--- config.mk ---
export PLATFORM = sky130hd
export DESIGN_NAME = two_channel_lamp_dimmer_top
export DESIGN_NICKNAME = d
export VERILOG_FILES = /design/src/tcld_pkg.sv /design/src/tcld_cfg.sv /design/src/tcld_ctrl.sv /design/src/tcld_fade.sv /design/src/two_channel_lamp_dimmer_top.sv
export VERILOG_INCLUDE_DIRS = /design/src /design/src/src
export SDC_FILE = /design/constraint.sdc
export NUM_CORES = 1
export LEC_CHECK = 0
export BUFFER_PORTS_ARGS = -buffer_cell sky130_fd_sc_hd__buf_2
export CORE_MARGIN = 10
export CORE_UTILIZATION = 45
export CTS_CLUSTER_SIZE = 40
export DETAILED_ROUTE_END_ITERATION = 10
export GPL_TIMING_DRIVEN = 1
export PLACE_DENSITY = 0.72
export SLEW_MARGIN = 20
export SYNTH_ARGS = -nofsm -noshare
export SYNTH_HDL_FRONTEND = slang
export SYNTH_HIERARCHICAL = 1
export SYNTH_SLANG_ARGS = --single-unit
--- constraint.sdc ---
create_clock -name clk -period 14.3 [get_ports clk]
set_input_delay 0.715 -clock clk [delete_from_list [all_inputs] [get_ports clk]]
set_output_delay 0.715 -clock clk [all_outputs]
set_load 0.02 [all_outputs]
--- src/two_channel_lamp_dimmer_top_macros.svh ---
`ifndef TWO_CHANNEL_LAMP_DIMMER_TOP_MACROS_SVH
`define TWO_CHANNEL_LAMP_DIMMER_TOP_MACROS_SVH

// Clocked check, off while reset is asserted.
`define TCLD_ASSERT(label, prop, msg) \
	label: assert property (@(posedge clk) disable iff (!arst_n) (prop)) \
		else $error(msg);

// Condition that must never be seen at a clock edge.
`define TCLD_NEVER(label, cond, msg) \
	`TCLD_ASSERT(label, !(cond), msg)

`endif

--- src/tcld_pkg.sv ---
package tcld_pkg;

	// Reciprocal of the fade divisor, scaled by 2**RECIP_SHIFT and rounded up.
	localparam int unsigned RECIP_SHIFT = 17;
	localparam int unsigned RECIP_W     = 18;
	localparam int unsigned RECIP_CNT_W = 5;

	localparam logic [7:0]         DIV_RESET   = 8'd20;
	localparam logic [RECIP_W-1:0] RECIP_RESET = 18'd6554;
	localparam logic [7:0]         DM1_RESET   = 8'd19;

	// Register file: one register, byte address 4 * index.
	localparam int unsigned ADDR_W = 3;
	localparam logic [ADDR_W-3:0] REG_FADE_DIVISOR = 1'b0;

	// Color modes.
	localparam logic [2:0] MODE_WARM       = 3'd0;
	localparam logic [2:0] MODE_WARM_PLUS  = 3'd1;
	localparam logic [2:0] MODE_BOTH       = 3'd2;
	localparam logic [2:0] MODE_WHITE_PLUS = 3'd3;
	localparam logic [2:0] MODE_WHITE      = 3'd4;
	localparam logic [2:0] MODE_FIRST      = MODE_WARM;
	localparam logic [2:0] MODE_LAST       = MODE_WHITE;
	localparam logic [2:0] MODE_RESET      = MODE_BOTH;

	// Factor bits: [1] warm full, [0] warm half, [3] white full, [2] white half.
	localparam logic [3:0] FB_WARM       = 4'b0010;
	localparam logic [3:0] FB_WARM_PLUS  = 4'b0110;
	localparam logic [3:0] FB_BOTH       = 4'b1010;
	localparam logic [3:0] FB_WHITE_PLUS = 4'b1001;
	localparam logic [3:0] FB_WHITE      = 4'b1000;

	typedef struct packed {
		logic [7:0] warm;
		logic [7:0] white;
	} goal_t;

	typedef struct packed {
		logic [RECIP_W-1:0] recip;
		logic [7:0]         dm1;
	} fade_cfg_t;

	function automatic logic [3:0] mode_bits(input logic [2:0] mode);
		logic [3:0] bits;
		unique case (mode)
			MODE_WARM:       bits = FB_WARM;
			MODE_WARM_PLUS:  bits = FB_WARM_PLUS;
			MODE_BOTH:       bits = FB_BOTH;
			MODE_WHITE_PLUS: bits = FB_WHITE_PLUS;
			MODE_WHITE:      bits = FB_WHITE;
			default:         bits = FB_WARM;
		endcase
		return bits;
	endfunction

endpackage

--- src/tcld_cfg.sv ---
module tcld_cfg (
	input  logic                        clk,
	input  logic                        arst_n,
	input  logic                        psel,
	input  logic                        penable,
	input  logic                        pwrite,
	input  logic [tcld_pkg::ADDR_W-1:0] paddr,
	input  logic [31:0]                 pwdata,
	output logic [31:0]                 prdata,
	output logic                        pready,
	output tcld_pkg::fade_cfg_t         fade_cfg,
	output logic                        busy
);
	import tcld_pkg::*;

	logic [7:0]             div_q;
	logic [7:0]             dsr_q;
	logic [RECIP_W-1:0]     num_q;
	logic [8:0]             rem_q;
	logic [RECIP_CNT_W-1:0] cnt_q;
	logic [RECIP_W-1:0]     recip_q;
	logic [7:0]             dm1_q;

	logic                   wr_en;
	logic [7:0]             d_eff;
	logic [8:0]             rem_sh;
	logic                   q_bit;
	logic [8:0]             rem_nx;

	assign pready = 1'b1;
	assign wr_en  = psel && penable && pwrite && (paddr[ADDR_W-1:2] == REG_FADE_DIVISOR);
	assign d_eff  = (pwdata[7:0] == 8'd0) ? 8'd1 : pwdata[7:0];

	// Restoring division of (2**17 + d - 1) by d, one quotient bit a cycle.
	assign rem_sh = {rem_q[7:0], num_q[RECIP_W-1]};
	assign q_bit  = rem_sh >= {1'b0, dsr_q};
	assign rem_nx = q_bit ? (rem_sh - {1'b0, dsr_q}) : rem_sh;

	always_ff @(posedge clk or negedge arst_n) begin
		if (!arst_n) begin
			div_q   <= DIV_RESET;
			recip_q <= RECIP_RESET;
			dm1_q   <= DM1_RESET;
			cnt_q   <= '0;
		end else if (wr_en) begin
			div_q <= pwdata[7:0];
			dm1_q <= d_eff - 8'd1;
			cnt_q <= RECIP_CNT_W'(RECIP_W);
		end else if (cnt_q != '0) begin
			cnt_q <= cnt_q - 1'b1;
			if (cnt_q == RECIP_CNT_W'(1))
				recip_q <= {num_q[RECIP_W-2:0], q_bit};
		end
	end

	always_ff @(posedge clk) begin
		if (wr_en) begin
			dsr_q <= d_eff;
			num_q <= (RECIP_W'(1) << RECIP_SHIFT) + RECIP_W'(d_eff) - RECIP_W'(1);
			rem_q <= '0;
		end else if (cnt_q != '0) begin
			num_q <= {num_q[RECIP_W-2:0], q_bit};
			rem_q <= rem_nx;
		end
	end

	assign busy           = cnt_q != '0;
	assign fade_cfg.recip = recip_q;
	assign fade_cfg.dm1   = dm1_q;

	always_comb begin
		prdata = '0;
		if (paddr[ADDR_W-1:2] == REG_FADE_DIVISOR)
			prdata = {24'd0, div_q};
	end

endmodule

--- src/tcld_ctrl.sv ---
module tcld_ctrl #(
	parameter int unsigned LEVEL_STEPS = 4
) (
	input  logic                clk,
	input  logic                arst_n,
	input  logic                en,
	input  logic                power_press,
	input  logic                color_press,
	input  logic                brightness_press,
	output tcld_pkg::goal_t     goals,
	output logic                lamp_next
);
	import tcld_pkg::*;

	localparam int unsigned LW   = $clog2(LEVEL_STEPS + 1);
	localparam logic [7:0]  STEP = 8'(255 / (LEVEL_STEPS + 1));

	logic          lamp_q;
	logic [2:0]    mode_q;
	logic [LW-1:0] lvl_q;

	logic [2:0]    mode_n;
	logic [LW-1:0] lvl_n;
	logic [11:0]   base_w;
	logic [7:0]    base;
	logic [3:0]    bits;

	function automatic logic [7:0] scale(input logic [7:0] b, input logic full,
			input logic half);
		logic [7:0] r;
		if (full)
			r = b;
		else if (half)
			r = b >> 1;
		else
			r = 8'd0;
		return r;
	endfunction

	// Power goes first, so color and brightness see the new on state.
	always_comb begin
		lamp_next = lamp_q ^ power_press;
		mode_n    = mode_q;
		lvl_n     = lvl_q;
		if (color_press && lamp_next)
			mode_n = (mode_q >= MODE_LAST) ? MODE_FIRST : mode_q + 3'd1;
		if (brightness_press && lamp_next)
			lvl_n = (lvl_q >= LW'(LEVEL_STEPS)) ? LW'(1) : lvl_q + LW'(1);
		base_w = {4'd0, STEP} * (12'(lvl_n) + 12'd1);
		base   = base_w[7:0];
		bits   = mode_bits(mode_n);
		goals.warm  = lamp_next ? scale(base, bits[1], bits[0]) : 8'd0;
		goals.white = lamp_next ? scale(base, bits[3], bits[2]) : 8'd0;
	end

	always_ff @(posedge clk or negedge arst_n) begin
		if (!arst_n) begin
			lamp_q <= 1'b0;
			mode_q <= MODE_RESET;
			lvl_q  <= LW'(LEVEL_STEPS);
		end else if (en) begin
			lamp_q <= lamp_next;
			mode_q <= mode_n;
			lvl_q  <= lvl_n;
		end
	end

	`include "two_channel_lamp_dimmer_top_macros.svh"

	`TCLD_ASSERT(a_mode_range, mode_q <= MODE_LAST, "color mode left its cycle")
	`TCLD_ASSERT(a_lvl_range, (lvl_q != '0) && (lvl_q <= LW'(LEVEL_STEPS)), "level index out of range")
	`TCLD_ASSERT(a_off_dark, !lamp_next |-> (goals.warm == 8'd0) && (goals.white == 8'd0), "goal set while off")

endmodule

--- src/tcld_fade.sv ---
module tcld_fade (
	input  logic                clk,
	input  logic                arst_n,
	input  logic                en,
	input  logic [7:0]          goal,
	input  tcld_pkg::fade_cfg_t fade_cfg,
	output logic [7:0]          level_next
);
	import tcld_pkg::*;

	logic [7:0]                 lvl_q;
	logic                       up;
	logic [8:0]                 num;
	logic [RECIP_W+8:0]         prod;
	logic [7:0]                 step;

	// Rising: ceil(diff / d) as floor((diff + d - 1) / d). Falling: truncate.
	// The reciprocal is exact for all numerators below 512.
	always_comb begin
		up   = goal > lvl_q;
		num  = up ? ({1'b0, goal - lvl_q} + {1'b0, fade_cfg.dm1}) : {1'b0, lvl_q - goal};
		prod = (RECIP_W+9)'(num) * (RECIP_W+9)'(fade_cfg.recip);
		step = prod[RECIP_SHIFT +: 8];
		level_next = up ? lvl_q + step : lvl_q - step;
	end

	always_ff @(posedge clk or negedge arst_n) begin
		if (!arst_n)
			lvl_q <= 8'd0;
		else if (en)
			lvl_q <= level_next;
	end

endmodule

--- src/two_channel_lamp_dimmer_top.sv ---
// Channel   Dir  Handshake          Payload
// s_        in   s_tvalid/s_tready  s_tdata: power, color, brightness press
// m_        out  m_tvalid/m_tready  m_tdata: warm duty, white duty, lamp on
// apb       in   psel/penable       fade_divisor at byte address 0
//
// Three register stages: input, state update with fade, gamma lookup to output.
// One request per cycle unless busy or an m_tready stall holds s_tready low.
// A fade_divisor write starts the reciprocal division; s_tready is low until it ends.
// Reset (arst_n, async) gives lamp off, both mode, top level, levels zero.
// Stalls on m_tready back up through the stages; bubbles collapse.
module two_channel_lamp_dimmer_top #(
	parameter int unsigned LEVEL_STEPS = 4
) (
	input  logic                        clk,
	input  logic                        arst_n,
	input  logic                        s_tvalid,
	output logic                        s_tready,
	input  logic [7:0]                  s_tdata,   // [0] power, [1] color, [2] brightness
	output logic                        m_tvalid,
	input  logic                        m_tready,
	output logic [23:0]                 m_tdata,   // [7:0] warm, [15:8] white, [16] lamp_on
	input  logic                        psel,
	input  logic                        penable,
	input  logic                        pwrite,
	input  logic [tcld_pkg::ADDR_W-1:0] paddr,
	input  logic [31:0]                 pwdata,
	output logic [31:0]                 prdata,
	output logic                        pready
);
	import tcld_pkg::*;

	localparam logic [7:0] GAMMA [256] = '{
		8'd0,   8'd0,   8'd0,   8'd0,   8'd0,   8'd0,   8'd0,   8'd0,   8'd0,   8'd0,   8'd0,
		8'd0,   8'd0,   8'd0,   8'd0,   8'd0,   8'd0,   8'd0,   8'd0,   8'd0,   8'd0,   8'd0,
		8'd0,   8'd0,   8'd0,   8'd0,   8'd0,   8'd0,   8'd1,   8'd1,   8'd1,   8'd1,   8'd1,
		8'd1,   8'd1,   8'd1,   8'd1,   8'd1,   8'd1,   8'd1,   8'd1,   8'd2,   8'd2,   8'd2,
		8'd2,   8'd2,   8'd2,   8'd2,   8'd2,   8'd3,   8'd3,   8'd3,   8'd3,   8'd3,   8'd3,
		8'd3,   8'd4,   8'd4,   8'd4,   8'd4,   8'd4,   8'd5,   8'd5,   8'd5,   8'd5,   8'd6,
		8'd6,   8'd6,   8'd6,   8'd7,   8'd7,   8'd7,   8'd7,   8'd8,   8'd8,   8'd8,   8'd9,
		8'd9,   8'd9,   8'd10,  8'd10,  8'd10,  8'd11,  8'd11,  8'd11,  8'd12,  8'd12,  8'd13,
		8'd13,  8'd13,  8'd14,  8'd14,  8'd15,  8'd15,  8'd16,  8'd16,  8'd17,  8'd17,  8'd18,
		8'd18,  8'd19,  8'd19,  8'd20,  8'd20,  8'd21,  8'd21,  8'd22,  8'd22,  8'd23,  8'd24,
		8'd24,  8'd25,  8'd25,  8'd26,  8'd27,  8'd27,  8'd28,  8'd29,  8'd29,  8'd30,  8'd31,
		8'd32,  8'd32,  8'd33,  8'd34,  8'd35,  8'd35,  8'd36,  8'd37,  8'd38,  8'd39,  8'd39,
		8'd40,  8'd41,  8'd42,  8'd43,  8'd44,  8'd45,  8'd46,  8'd47,  8'd48,  8'd49,  8'd50,
		8'd50,  8'd51,  8'd52,  8'd54,  8'd55,  8'd56,  8'd57,  8'd58,  8'd59,  8'd60,  8'd61,
		8'd62,  8'd63,  8'd64,  8'd66,  8'd67,  8'd68,  8'd69,  8'd70,  8'd72,  8'd73,  8'd74,
		8'd75,  8'd77,  8'd78,  8'd79,  8'd81,  8'd82,  8'd83,  8'd85,  8'd86,  8'd87,  8'd89,
		8'd90,  8'd92,  8'd93,  8'd95,  8'd96,  8'd98,  8'd99,  8'd101, 8'd102, 8'd104, 8'd105,
		8'd107, 8'd109, 8'd110, 8'd112, 8'd114, 8'd115, 8'd117, 8'd119, 8'd120, 8'd122, 8'd124,
		8'd126, 8'd127, 8'd129, 8'd131, 8'd133, 8'd135, 8'd137, 8'd138, 8'd140, 8'd142, 8'd144,
		8'd146, 8'd148, 8'd150, 8'd152, 8'd154, 8'd156, 8'd158, 8'd160, 8'd162, 8'd164, 8'd167,
		8'd169, 8'd171, 8'd173, 8'd175, 8'd177, 8'd180, 8'd182, 8'd184, 8'd186, 8'd189, 8'd191,
		8'd193, 8'd196, 8'd198, 8'd200, 8'd203, 8'd205, 8'd208, 8'd210, 8'd213, 8'd215, 8'd218,
		8'd220, 8'd223, 8'd225, 8'd228, 8'd231, 8'd233, 8'd236, 8'd239, 8'd241, 8'd244, 8'd247,
		8'd249, 8'd252, 8'd255
	};

	fade_cfg_t  fade_cfg;
	goal_t      goals;
	logic       busy;
	logic       lamp_next;
	logic [7:0] warm_next;
	logic [7:0] white_next;

	logic       v_s1;
	logic       pwr_s1;
	logic       col_s1;
	logic       bri_s1;
	logic       v_s2;
	logic [7:0] warm_s2;
	logic [7:0] white_s2;
	logic       lamp_s2;
	logic       m_valid_q;
	logic [7:0] warm_duty_q;
	logic [7:0] white_duty_q;
	logic       lamp_on_q;

	logic       rdy_out;
	logic       rdy_s2;
	logic       rdy_s1;
	logic       adv_s1;

	assign rdy_out  = !m_valid_q || m_tready;
	assign rdy_s2   = !v_s2 || rdy_out;
	assign rdy_s1   = !v_s1 || rdy_s2;
	assign adv_s1   = v_s1 && rdy_s2;
	assign s_tready = rdy_s1 && !busy;

	tcld_cfg u_cfg (
		.clk      (clk),
		.arst_n   (arst_n),
		.psel     (psel),
		.penable  (penable),
		.pwrite   (pwrite),
		.paddr    (paddr),
		.pwdata   (pwdata),
		.prdata   (prdata),
		.pready   (pready),
		.fade_cfg (fade_cfg),
		.busy     (busy)
	);

	tcld_ctrl #(
		.LEVEL_STEPS (LEVEL_STEPS)
	) u_ctrl (
		.clk              (clk),
		.arst_n           (arst_n),
		.en               (adv_s1),
		.power_press      (pwr_s1),
		.color_press      (col_s1),
		.brightness_press (bri_s1),
		.goals            (goals),
		.lamp_next        (lamp_next)
	);

	tcld_fade u_fade_warm (
		.clk        (clk),
		.arst_n     (arst_n),
		.en         (adv_s1),
		.goal       (goals.warm),
		.fade_cfg   (fade_cfg),
		.level_next (warm_next)
	);

	tcld_fade u_fade_white (
		.clk        (clk),
		.arst_n     (arst_n),
		.en         (adv_s1),
		.goal       (goals.white),
		.fade_cfg   (fade_cfg),
		.level_next (white_next)
	);

	always_ff @(posedge clk or negedge arst_n) begin
		if (!arst_n) begin
			v_s1      <= 1'b0;
			v_s2      <= 1'b0;
			m_valid_q <= 1'b0;
		end else begin
			if (rdy_s1)
				v_s1 <= s_tvalid && !busy;
			if (rdy_s2)
				v_s2 <= v_s1;
			if (rdy_out)
				m_valid_q <= v_s2;
		end
	end

	always_ff @(posedge clk) begin
		if (s_tvalid && s_tready) begin
			pwr_s1 <= s_tdata[0];
			col_s1 <= s_tdata[1];
			bri_s1 <= s_tdata[2];
		end
		if (adv_s1) begin
			warm_s2  <= warm_next;
			white_s2 <= white_next;
			lamp_s2  <= lamp_next;
		end
		if (v_s2 && rdy_out) begin
			warm_duty_q  <= GAMMA[warm_s2];
			white_duty_q <= GAMMA[white_s2];
			lamp_on_q    <= lamp_s2;
		end
	end

	assign m_tvalid = m_valid_q;
	assign m_tdata  = {7'd0, lamp_on_q, white_duty_q, warm_duty_q};

	`include "two_channel_lamp_dimmer_top_macros.svh"

	`TCLD_NEVER(a_busy_block, busy && s_tready, "request taken during reciprocal update")
	`TCLD_ASSERT(a_s1_fill, s_tvalid && s_tready |=> v_s1, "accepted request lost at input stage")
	`TCLD_ASSERT(a_out_fill, v_s2 && rdy_out |=> m_tvalid, "result lost at output stage")

endmodule
Word level (Yosys, flattened, before mapping). Memory sizes are Yosys's and may differ from the RTL's. A register that Yosys moved wholly into a read port is not among the register bits. Cells that the tools add are included.

Multipliers: 3. Bitwise logic cells: 5. Mux-type cells: 22. Add/sub/neg operators: 18. $lt $le $gt $ge: 5. Reduce and logical (&&, ||, !) cells: 21. Eq/ne operators: 5.

Operator list (count): 8-bit two-way mux (9); 8-bit subtractor (7); 9-bit by 18-bit multiplier with 25-bit output (2); 18-bit two-way mux (2); 18-bit by 8-bit adder with 18-bit output, first input constant (1); 8-bit by 8-bit adder with 9-bit output (2); 9-bit two-way mux (2); 8-bit NOT with 9-bit output (2); 18-bit by 1-bit subtractor with 18-bit output, second input constant (1); 8-bit adder (2); 8-bit > comparator (2); 4-bit one-hot mux with 4 select lines (1); 7-bit two-way mux (2); 6-bit by 12-bit multiplier with 8-bit output, first input constant (1); 3-bit two-way mux (4); 1-bit logical AND (10); 5-bit two-way mux (2); 9-bit by 8-bit >= comparator with 1-bit output (1); 8-bit zero test (1); 8-bit by 1-bit subtractor with 8-bit output, second input constant (1); 3-bit by 1-bit adder with 3-bit output, second input constant (2); 3-bit by 2-bit == test with 1-bit output, second input constant (2); 3-bit >= comparator, second input constant (2); 5-bit by 1-bit == test with 1-bit output, second input constant (1); 11 further kinds (17).

Bits of input ports: 50. Bits in read-only memories: 4096. Output and inout bits: 59. Bits in registers: 120. Word-level logic and storage cells: 103. Memories kept: 2.

Memories: (no name shown) (words 256, bits a word 8, read ports 1, clocked after Yosys merged registers in 1, write ports 0, line two_channel_lamp_dimmer_top.sv:163) `white_duty_q <= GAMMA[white_s2];`; (no name shown) (words 256, bits a word 8, read ports 1, clocked after Yosys merged registers in 1, write ports 0, line two_channel_lamp_dimmer_top.sv:162) `warm_duty_q <= GAMMA[warm_s2];`.

Depth between registers and ports, before layout. Gate-level depths: netlist (run 1).

Word-level depth: 14. Depth in mapped cells: 61. Gate-level depth less buffers: 59.

Hierarchy. Netlist (run 1), hierarchy kept.

By module, submodules not included: tcld_fade (u_fade_white) (cells each 800, seq. area each 200.2 um^2, area an instance 6856.6 um^2, instances 1); tcld_fade (u_fade_warm) (cells each 792, seq. area each 200.2 um^2, area an instance 6575.1 um^2, instances 1); two_channel_lamp_dimmer_top (cells each 555, seq. area each 1186.1 um^2, area an instance 4471.8 um^2, instances 1); tcld_cfg (cells each 346, seq. area each 1931.9 um^2, area an instance 3678.5 um^2, instances 1); tcld_ctrl (cells each 150, seq. area each 177.7 um^2, area an instance 1162.4 um^2, instances 1).

Worst setup path before layout (run 1). No wires, ideal clock.

Path kind: register -> register. Start: register pwr_s1. End: register u_fade_warm.lvl_q[7]. Buffers on the path: 3. Required time: 14.175 ns. Setup slack: 2.443 ns. Stages on the path, launching flop included: 57. Library setup time: 0.125 ns. Clock period less this slack: 11.857 ns. Arrival: 11.732 ns. Cells stage by stage: edfxtp_1 > xnor2_2 > buf_2 > o21ai_1 > o21ai_2 > ha_1 > xor2_1 > ha_1 > ha_1 > ha_1 > xnor2_1 > a221oi_1 > inv_1 > ha_1 > buf_4 > a21oi_2 > nand2_1 > a21o_1 > [21 not listed] > or2_1 > a31o_1 > or3_1 > and2_1 > inv_1 > ha_1 > a21oi_1 > xnor2_1 > ha_1 > and3_1 > a211o_1 > a21o_1 > a21oi_1 > xnor3_1 > xnor2_1 > xnor2_1 > xnor2_1 > mux2_2.

RTL lines: from (decl) (line two_channel_lamp_dimmer_top.sv:67) `logic pwr_s1;`; from (signal assigned) (line two_channel_lamp_dimmer_top.sv:152) `pwr_s1 <= s_tdata[0];`; to (signal assigned) (line tcld_fade.sv:31) `lvl_q <= level_next;`; to (decl) (line tcld_fade.sv:11) `logic [7:0] lvl_q;`.

==> results.tsv, run 1 <==
metric	value	unit
hold_buf cts	0	
post-synthesis adder-cell area fraction	31.4	%
synthesis-to-finish area growth	4.91	%
Net count, final	3097	
final slew viol count	0	
Ports	109	
first-pass GRT wire length	95800	um
Clock Latency Late Sink	420	ps
root buffer cell	clkbuf_16	
Num CTS Buffers	17	
final setup fails	0	
residual DRC count	0	
Ant. Diodes	0	
Netlist cell types	135	
Tmin final	13580	ps
Rows	82	
routed vias	18600	
area of the mapped netlist	0.0227	mm2
most frequent cells in the layout	387 x inv_1, 288 x nand2_1, 231 x fa_1	
async set-or-reset flop fraction in the synthesized netlist	47.8	%
vias per cell	5.62	
Rel. slew slack	34.7	%
gpl congestion	0.912	
crit-path max FO	16	
ranking of synthesized cells by area	fa_1 20%, ha_1 11%, edfxtp_1 8.3%	
Core Area	0.0501	mm2
CTS clk-pin slew, worst paths	70	ps
Die Span Y	245	um
crit share post-route	94.9	%
Crit path arrival time	13790	ps
Max Fclk	73.7	MHz
post-route ant nets	0	
drt first pass iters	7	
TritonCTS clock tree	done	
vias in the first global route	19000	
Port Buffer Count	45	
mean routed wirelength per cell	17.4	um
post-synthesis sequential area ratio	16.3	%
slowest stage cell, crit path	mux2i_2	
worst stage delay on the critical path	770	ps
Post-Synth XOR/XNOR Area	4.13	%
clk buf depth	2	
worst slew pin tran	960	ps
top_reg_cell synth	edfxtp_1	
largest net degree at the start of global routing	66	
#FFs+latches synth	136	
share of Yosys cell area claimed by the top area cell type	20.3	%
Synth Area in Compound Gates	16.9	%
Top cell by count, worst path	ha_1	
Synth Area per Inst	8.61	um2
share of cells above drive strength 1	9.28	%
Startpoint Class	flop	
initial drt markers	1458	
H-tree levels	4	
Total Routed Length	57500	um
Simple-Gate Fraction of Synth Area	18.9	%
final setup skew	14.6	ps
DPL Wire Length	43000	um
Crit Path Category	flop to flop	
CP endpoint kind	flop	
main combinational cell family by area after synthesis	adder cells	
Max Cap Violations	0	
Clock Sinks	136	
setup TNS	0	ps
die area	0.0599	mm2
Synth area leader	fa_1	
RSZ-0062 raised after global routing	no	
DIE WIDTH	245	um
starting density of the core	45.4	%
cells after synthesis	2643	
gr ovfl total	0	
WP data required	14510	ps
fillers	4755	
EDFF count, synth	63	
Hold Path Class	flop to flop	
initial antenna violation count	0	
Final Hold Fails	0	
R2R cell count	49	
mux share of post-synthesis cell area	2.00	%
GRT Total Usage	18.9	%
Syn. warnings	6	
status	completed	
worst hold stages	0	
commonest non-fill, non-tap cell in the layout	inv_1	
flop2flop setup slack	720	ps
==> repair_timing <==
action                                  in CTS  in global routing
setup buffers                                0                  0
resized for setup                            0                  3
endpoints found under the setup margin       0                  3
==> stage by stage <==
step	hold WS, ps	cells	area, um2	utilization, %	setup WS, ps
after floorplan	400	2672	22900	-	2440
after global placement	402	3268	23300	46.5	691
after detailed placement	418	3268	23300	46.5	359
after CTS	433	3300	23800	47.6	315
after global routing	434	3300	23900	47.7	11.8
final	429	3300	23900	47.7	723
==> per-layer routing <==
metal	vias to the layer above	track usage, %	share of wire [%]
met5	-	0	0
met4	0	5.52	2.3
met3	99	1.91	5.0
met2	574	32.5	49
met1	9215	24.8	44
li1	8670	-	-
==> logic make-up (layout without fill, tap and decap cells) <==
logic type,after synthesis,in the layout
DFF,136,136
xor gates and xnor gates,96,96
adders and majority gates,432,432
AOI/OAI and AO/OA,556,556
muxes,40,40
other,3,32
and+or+nand+nor,833,833
buffers and inverters,547,503
==> area by class of cell <==
| class | count | area, um2 | share of cell area, % |
|---|---|---|---|
| clock buffer | 18 | 429 | 1.80 |
| clock inverter | 14 | 130 | 0.545 |
| tap | 672 | 841 | 3.52 |
| inverter | 395 | 1490 | 6.23 |
| timing repair buffer | 76 | 458 | 1.92 |
| sequential | 136 | 3700 | 15.5 |
| multi-input combinational | 1989 | 16800 | 70.5 |
==> worst max-delay path: cells and delay by family (launching register included) <==
kind,cells,cell delay (ps)
compound gates,12,2850
xor+xnor,8,2270
fa+ha+maj,13,4660
buf+inv,5,440
flops,1,520
mux,2,950
simple gates,9,1690
==> path summary, 6_finish.rpt <==
check,from,endpoint
worst min-delay path,lamp_s2$_DFFE_PP_,lamp_on_q$_DFFE_PP_
max in group asynchronous,arst_n,u_cfg/dm1_q[7]$_DFFE_PN0P_
worst max register to register,pwr_s1$_DFFE_PP_,white_s2[7]$_DFFE_PP_
worst min register to register,lamp_s2$_DFFE_PP_,lamp_on_q$_DFFE_PP_
min in group asynchronous,arst_n,u_ctrl/lvl_q[0]$_DFFE_PN0P_
worst max-delay path,pwr_s1$_DFFE_PP_,white_s2[7]$_DFFE_PP_
==> flip-flops by register name, summed over array words and instances, names as in the netlist, 5 cells and up <==
register,cells
u_fade_white/lvl_q,8
white_duty_q,8
white_s2,8
u_cfg/num_q,18
u_fade_warm/lvl_q,8
u_cfg/recip_q,18
u_cfg/rem_q,8
warm_s2,8
u_cfg/div_q,8
u_cfg/dsr_q,8
u_cfg/cnt_q,5
warm_duty_q,8
u_cfg/dm1_q,8
==> Yosys cell counts, drive strengths merged (6+ instances only) <==
cell,instances
a221oi,9
a31oi,24
o22ai,15
nand2,291
or3,7
o21bai,6
and3,9
a21oi,162
buf,96
edfxtp,63
nor4,15
a21o,36
a2111oi,7
o31ai,13
o21ai,117
and2,146
nor2,127
dfstp,14
nor2b,59
dfxtp,8
ha,201
o221ai,10
mux2,20
inv,392
nor4b,7
o21a,14
clkbuf,56
nand2b,38
xor2,40
nand3,46
or2,16
nand4,21
o2111ai,9
fa,231
nor3,29
xnor2,53
a211o,13
dfrtp,51
mux2i,18
a311oi,6
and2b,6
o211ai,31
a211oi,28
Power of run 1 is not shown: default switching activity piles up to over one toggle a cycle in this logic, so the estimate is an artifact.
==> inputs of run 2 (changes only) <==
- CELL_PAD_IN_SITES_DETAIL_PLACEMENT: not set -> 1
- CELL_PAD_IN_SITES_GLOBAL_PLACEMENT: not set -> 2
- CORE_UTILIZATION: 45 -> 40
- CTS_CLUSTER_SIZE: 40 -> not set
- PLACE_DENSITY: 0.72 -> 0.94
==> results.tsv, run 2 (synthesized netlist as in run 1, its figures left out) <==
metric	value	unit	change
status	completed		
mean routed wirelength per cell	19.5	um	+12%
largest net degree at the start of global routing	66		unchanged
initial drt markers	929		-36%
Core Area	0.0564	mm2	+13%
Ant. Diodes	0		unchanged
worst stage delay on the critical path	540	ps	-230 ps
first-pass GRT wire length	109000	um	+13%
Startpoint Class	flop		
hold_buf cts	0		unchanged
Port Buffer Count	45		unchanged
Final Hold Fails	0		unchanged
die area	0.0668	mm2	+11%
worst hold stages	0		unchanged
CP endpoint kind	flop		
WP data required	14620	ps	+110 ps
Final Util	42.7	%	-5.0 points
gpl congestion	0.898		-1.5%
Rows	87		+6.1%
Die Span Y	258	um	+5.6%
crit share post-route	93.7	%	-1.2 points
biggest regs	u_cfg/num_q (18), u_cfg/recip_q (18)		
Rel. slew slack	36.0	%	+1.3 points
worst slew pin tran	959	ps	-0.691 ps
post-route ant nets	0		unchanged
setup TNS	0	ps	unchanged
R2R cell count	55		+12%
Top cell by count, worst path	ha_1		
gr ovfl total	0		unchanged
crit-path max FO	12		-4
starting density of the core	40.3	%	-5.1 points
Hold Path Class	flop to flop		
final slew viol count	0		unchanged
Clock Sinks	136		unchanged
vias per cell	5.54		-1.4%
Total Routed Length	65800	um	+15%
Crit path arrival time	13720	ps	-70 ps
commonest non-fill, non-tap cell in the layout	inv_1		
initial antenna violation count	0		unchanged
Crit Path Category	flop to flop		
DIE WIDTH	258	um	+5.6%
RSZ-0062 raised after global routing	no		
H-tree levels	4		unchanged
DPL Wire Length	49400	um	+15%
drt first pass iters	4		-3
routed vias	18800		+1.1%
vias in the first global route	20700		+9.0%
Num CTS Buffers	17		unchanged
GRT Total Usage	19.7	%	+0.75 points
clk buf depth	2		unchanged
slowest stage cell, crit path	fa_1		
TritonCTS clock tree	done		
synthesis-to-finish area growth	5.86	%	
most frequent cells in the layout	386 x inv_1, 288 x nand2_1, 231 x fa_1		
final setup skew	12.0	ps	-2.54 ps
Net count, final	3097		unchanged
final setup fails	0		unchanged
Clock Latency Late Sink	440	ps	+20 ps
Max Cap Violations	0		unchanged
Max Fclk	74.6	MHz	+1.3%
Tmin final	13400	ps	-178 ps
share of cells above drive strength 1	9.47	%	+0.19 points
CTS clk-pin slew, worst paths	70	ps	about the same
residual DRC count	0		unchanged
root buffer cell	clkbuf_16		
Ports	109		unchanged
-- run 2: cell types whose count changed in the layout (fill, tap and decap cells not counted), sizes merged --
cell	delta
clkinv	+5
clkinvlp	-1
inv	-4
-- run 2: repair_timing --
item                                    in CTS  in global routing
resized for setup                            0                  8
hold endpoints to repair                     0                  0
setup buffers                                0                  2
endpoints found under the setup margin       0                  4
-- run 2: critical path, delay by kind of cell, from the launching register on --
kind / cells / cell delay (ps)
adders and majority gates: 14 / 5230
AOI/OAI and AO/OA: 14 / 3340
xor gates and xnor gates: 9 / 1750
and+or+nand+nor: 10 / 1670
buffers and inverters: 7 / 560
DFF: 1 / 460
muxes: 1 / 270
-- run 2: metal layers --
layer / global-route usage, % / wire length [um] / part of all wire, % / vias to the layer above
li1: - / - / - / 8674
met1: 25.1 / 28900 / 44 / 9567
met2: 34.4 / 32800 / 50 / 419
met3: 2.04 / 2610 / 4.0 / 99
met4: 6.19 / 1550 / 2.4 / 0
met5: 0 / 0 / 0 / -
-- run 2: final timing paths --
| path | startpoint | endpoint | slack (ps) |
|---|---|---|---|
| worst max-delay path | u_ctrl/lvl_q[0]$_DFFE_PN0P_ | u_fade_warm/lvl_q[7]$_DFFE_PN0P_ | 900 |
| worst min-delay path | lamp_s2$_DFFE_PP_ | lamp_on_q$_DFFE_PP_ | 420 |
| worst max register to register | u_ctrl/lvl_q[0]$_DFFE_PN0P_ | u_fade_warm/lvl_q[7]$_DFFE_PN0P_ | 900 |
| worst min register to register | lamp_s2$_DFFE_PP_ | lamp_on_q$_DFFE_PP_ | 420 |
| max in group asynchronous | arst_n | u_ctrl/lvl_q[0]$_DFFE_PN0P_ | 13120 |
| min in group asynchronous | arst_n | u_cfg/cnt_q[3]$_DFFE_PN0P_ | 510 |
-- run 2: area by class of cell --
cell class / instances / area (um2)
clock buffers: 18 / 450
inverters: 395 / 1490
flip-flops and latches: 136 / 3700
fillers: 6780 / 32300
well taps: 756 / 946
clock inverters: 14 / 174
repair buffers: 76 / 465
multi-input cells: 1989 / 16900
-- run 2: metrics by stage --
stage               std cells  setup slack, ps  instance area [um2]  hold WS, ps
floorplan                2672             2440                22900          400
global placement         3349              771                23400          403
detailed placement       3349              438                23400          406
CTS                      3381              325                24000          425
global route             3384             95.8                24100          442
finish                   3384              901                24100          422
Power of run 2 is left out for the same reason.
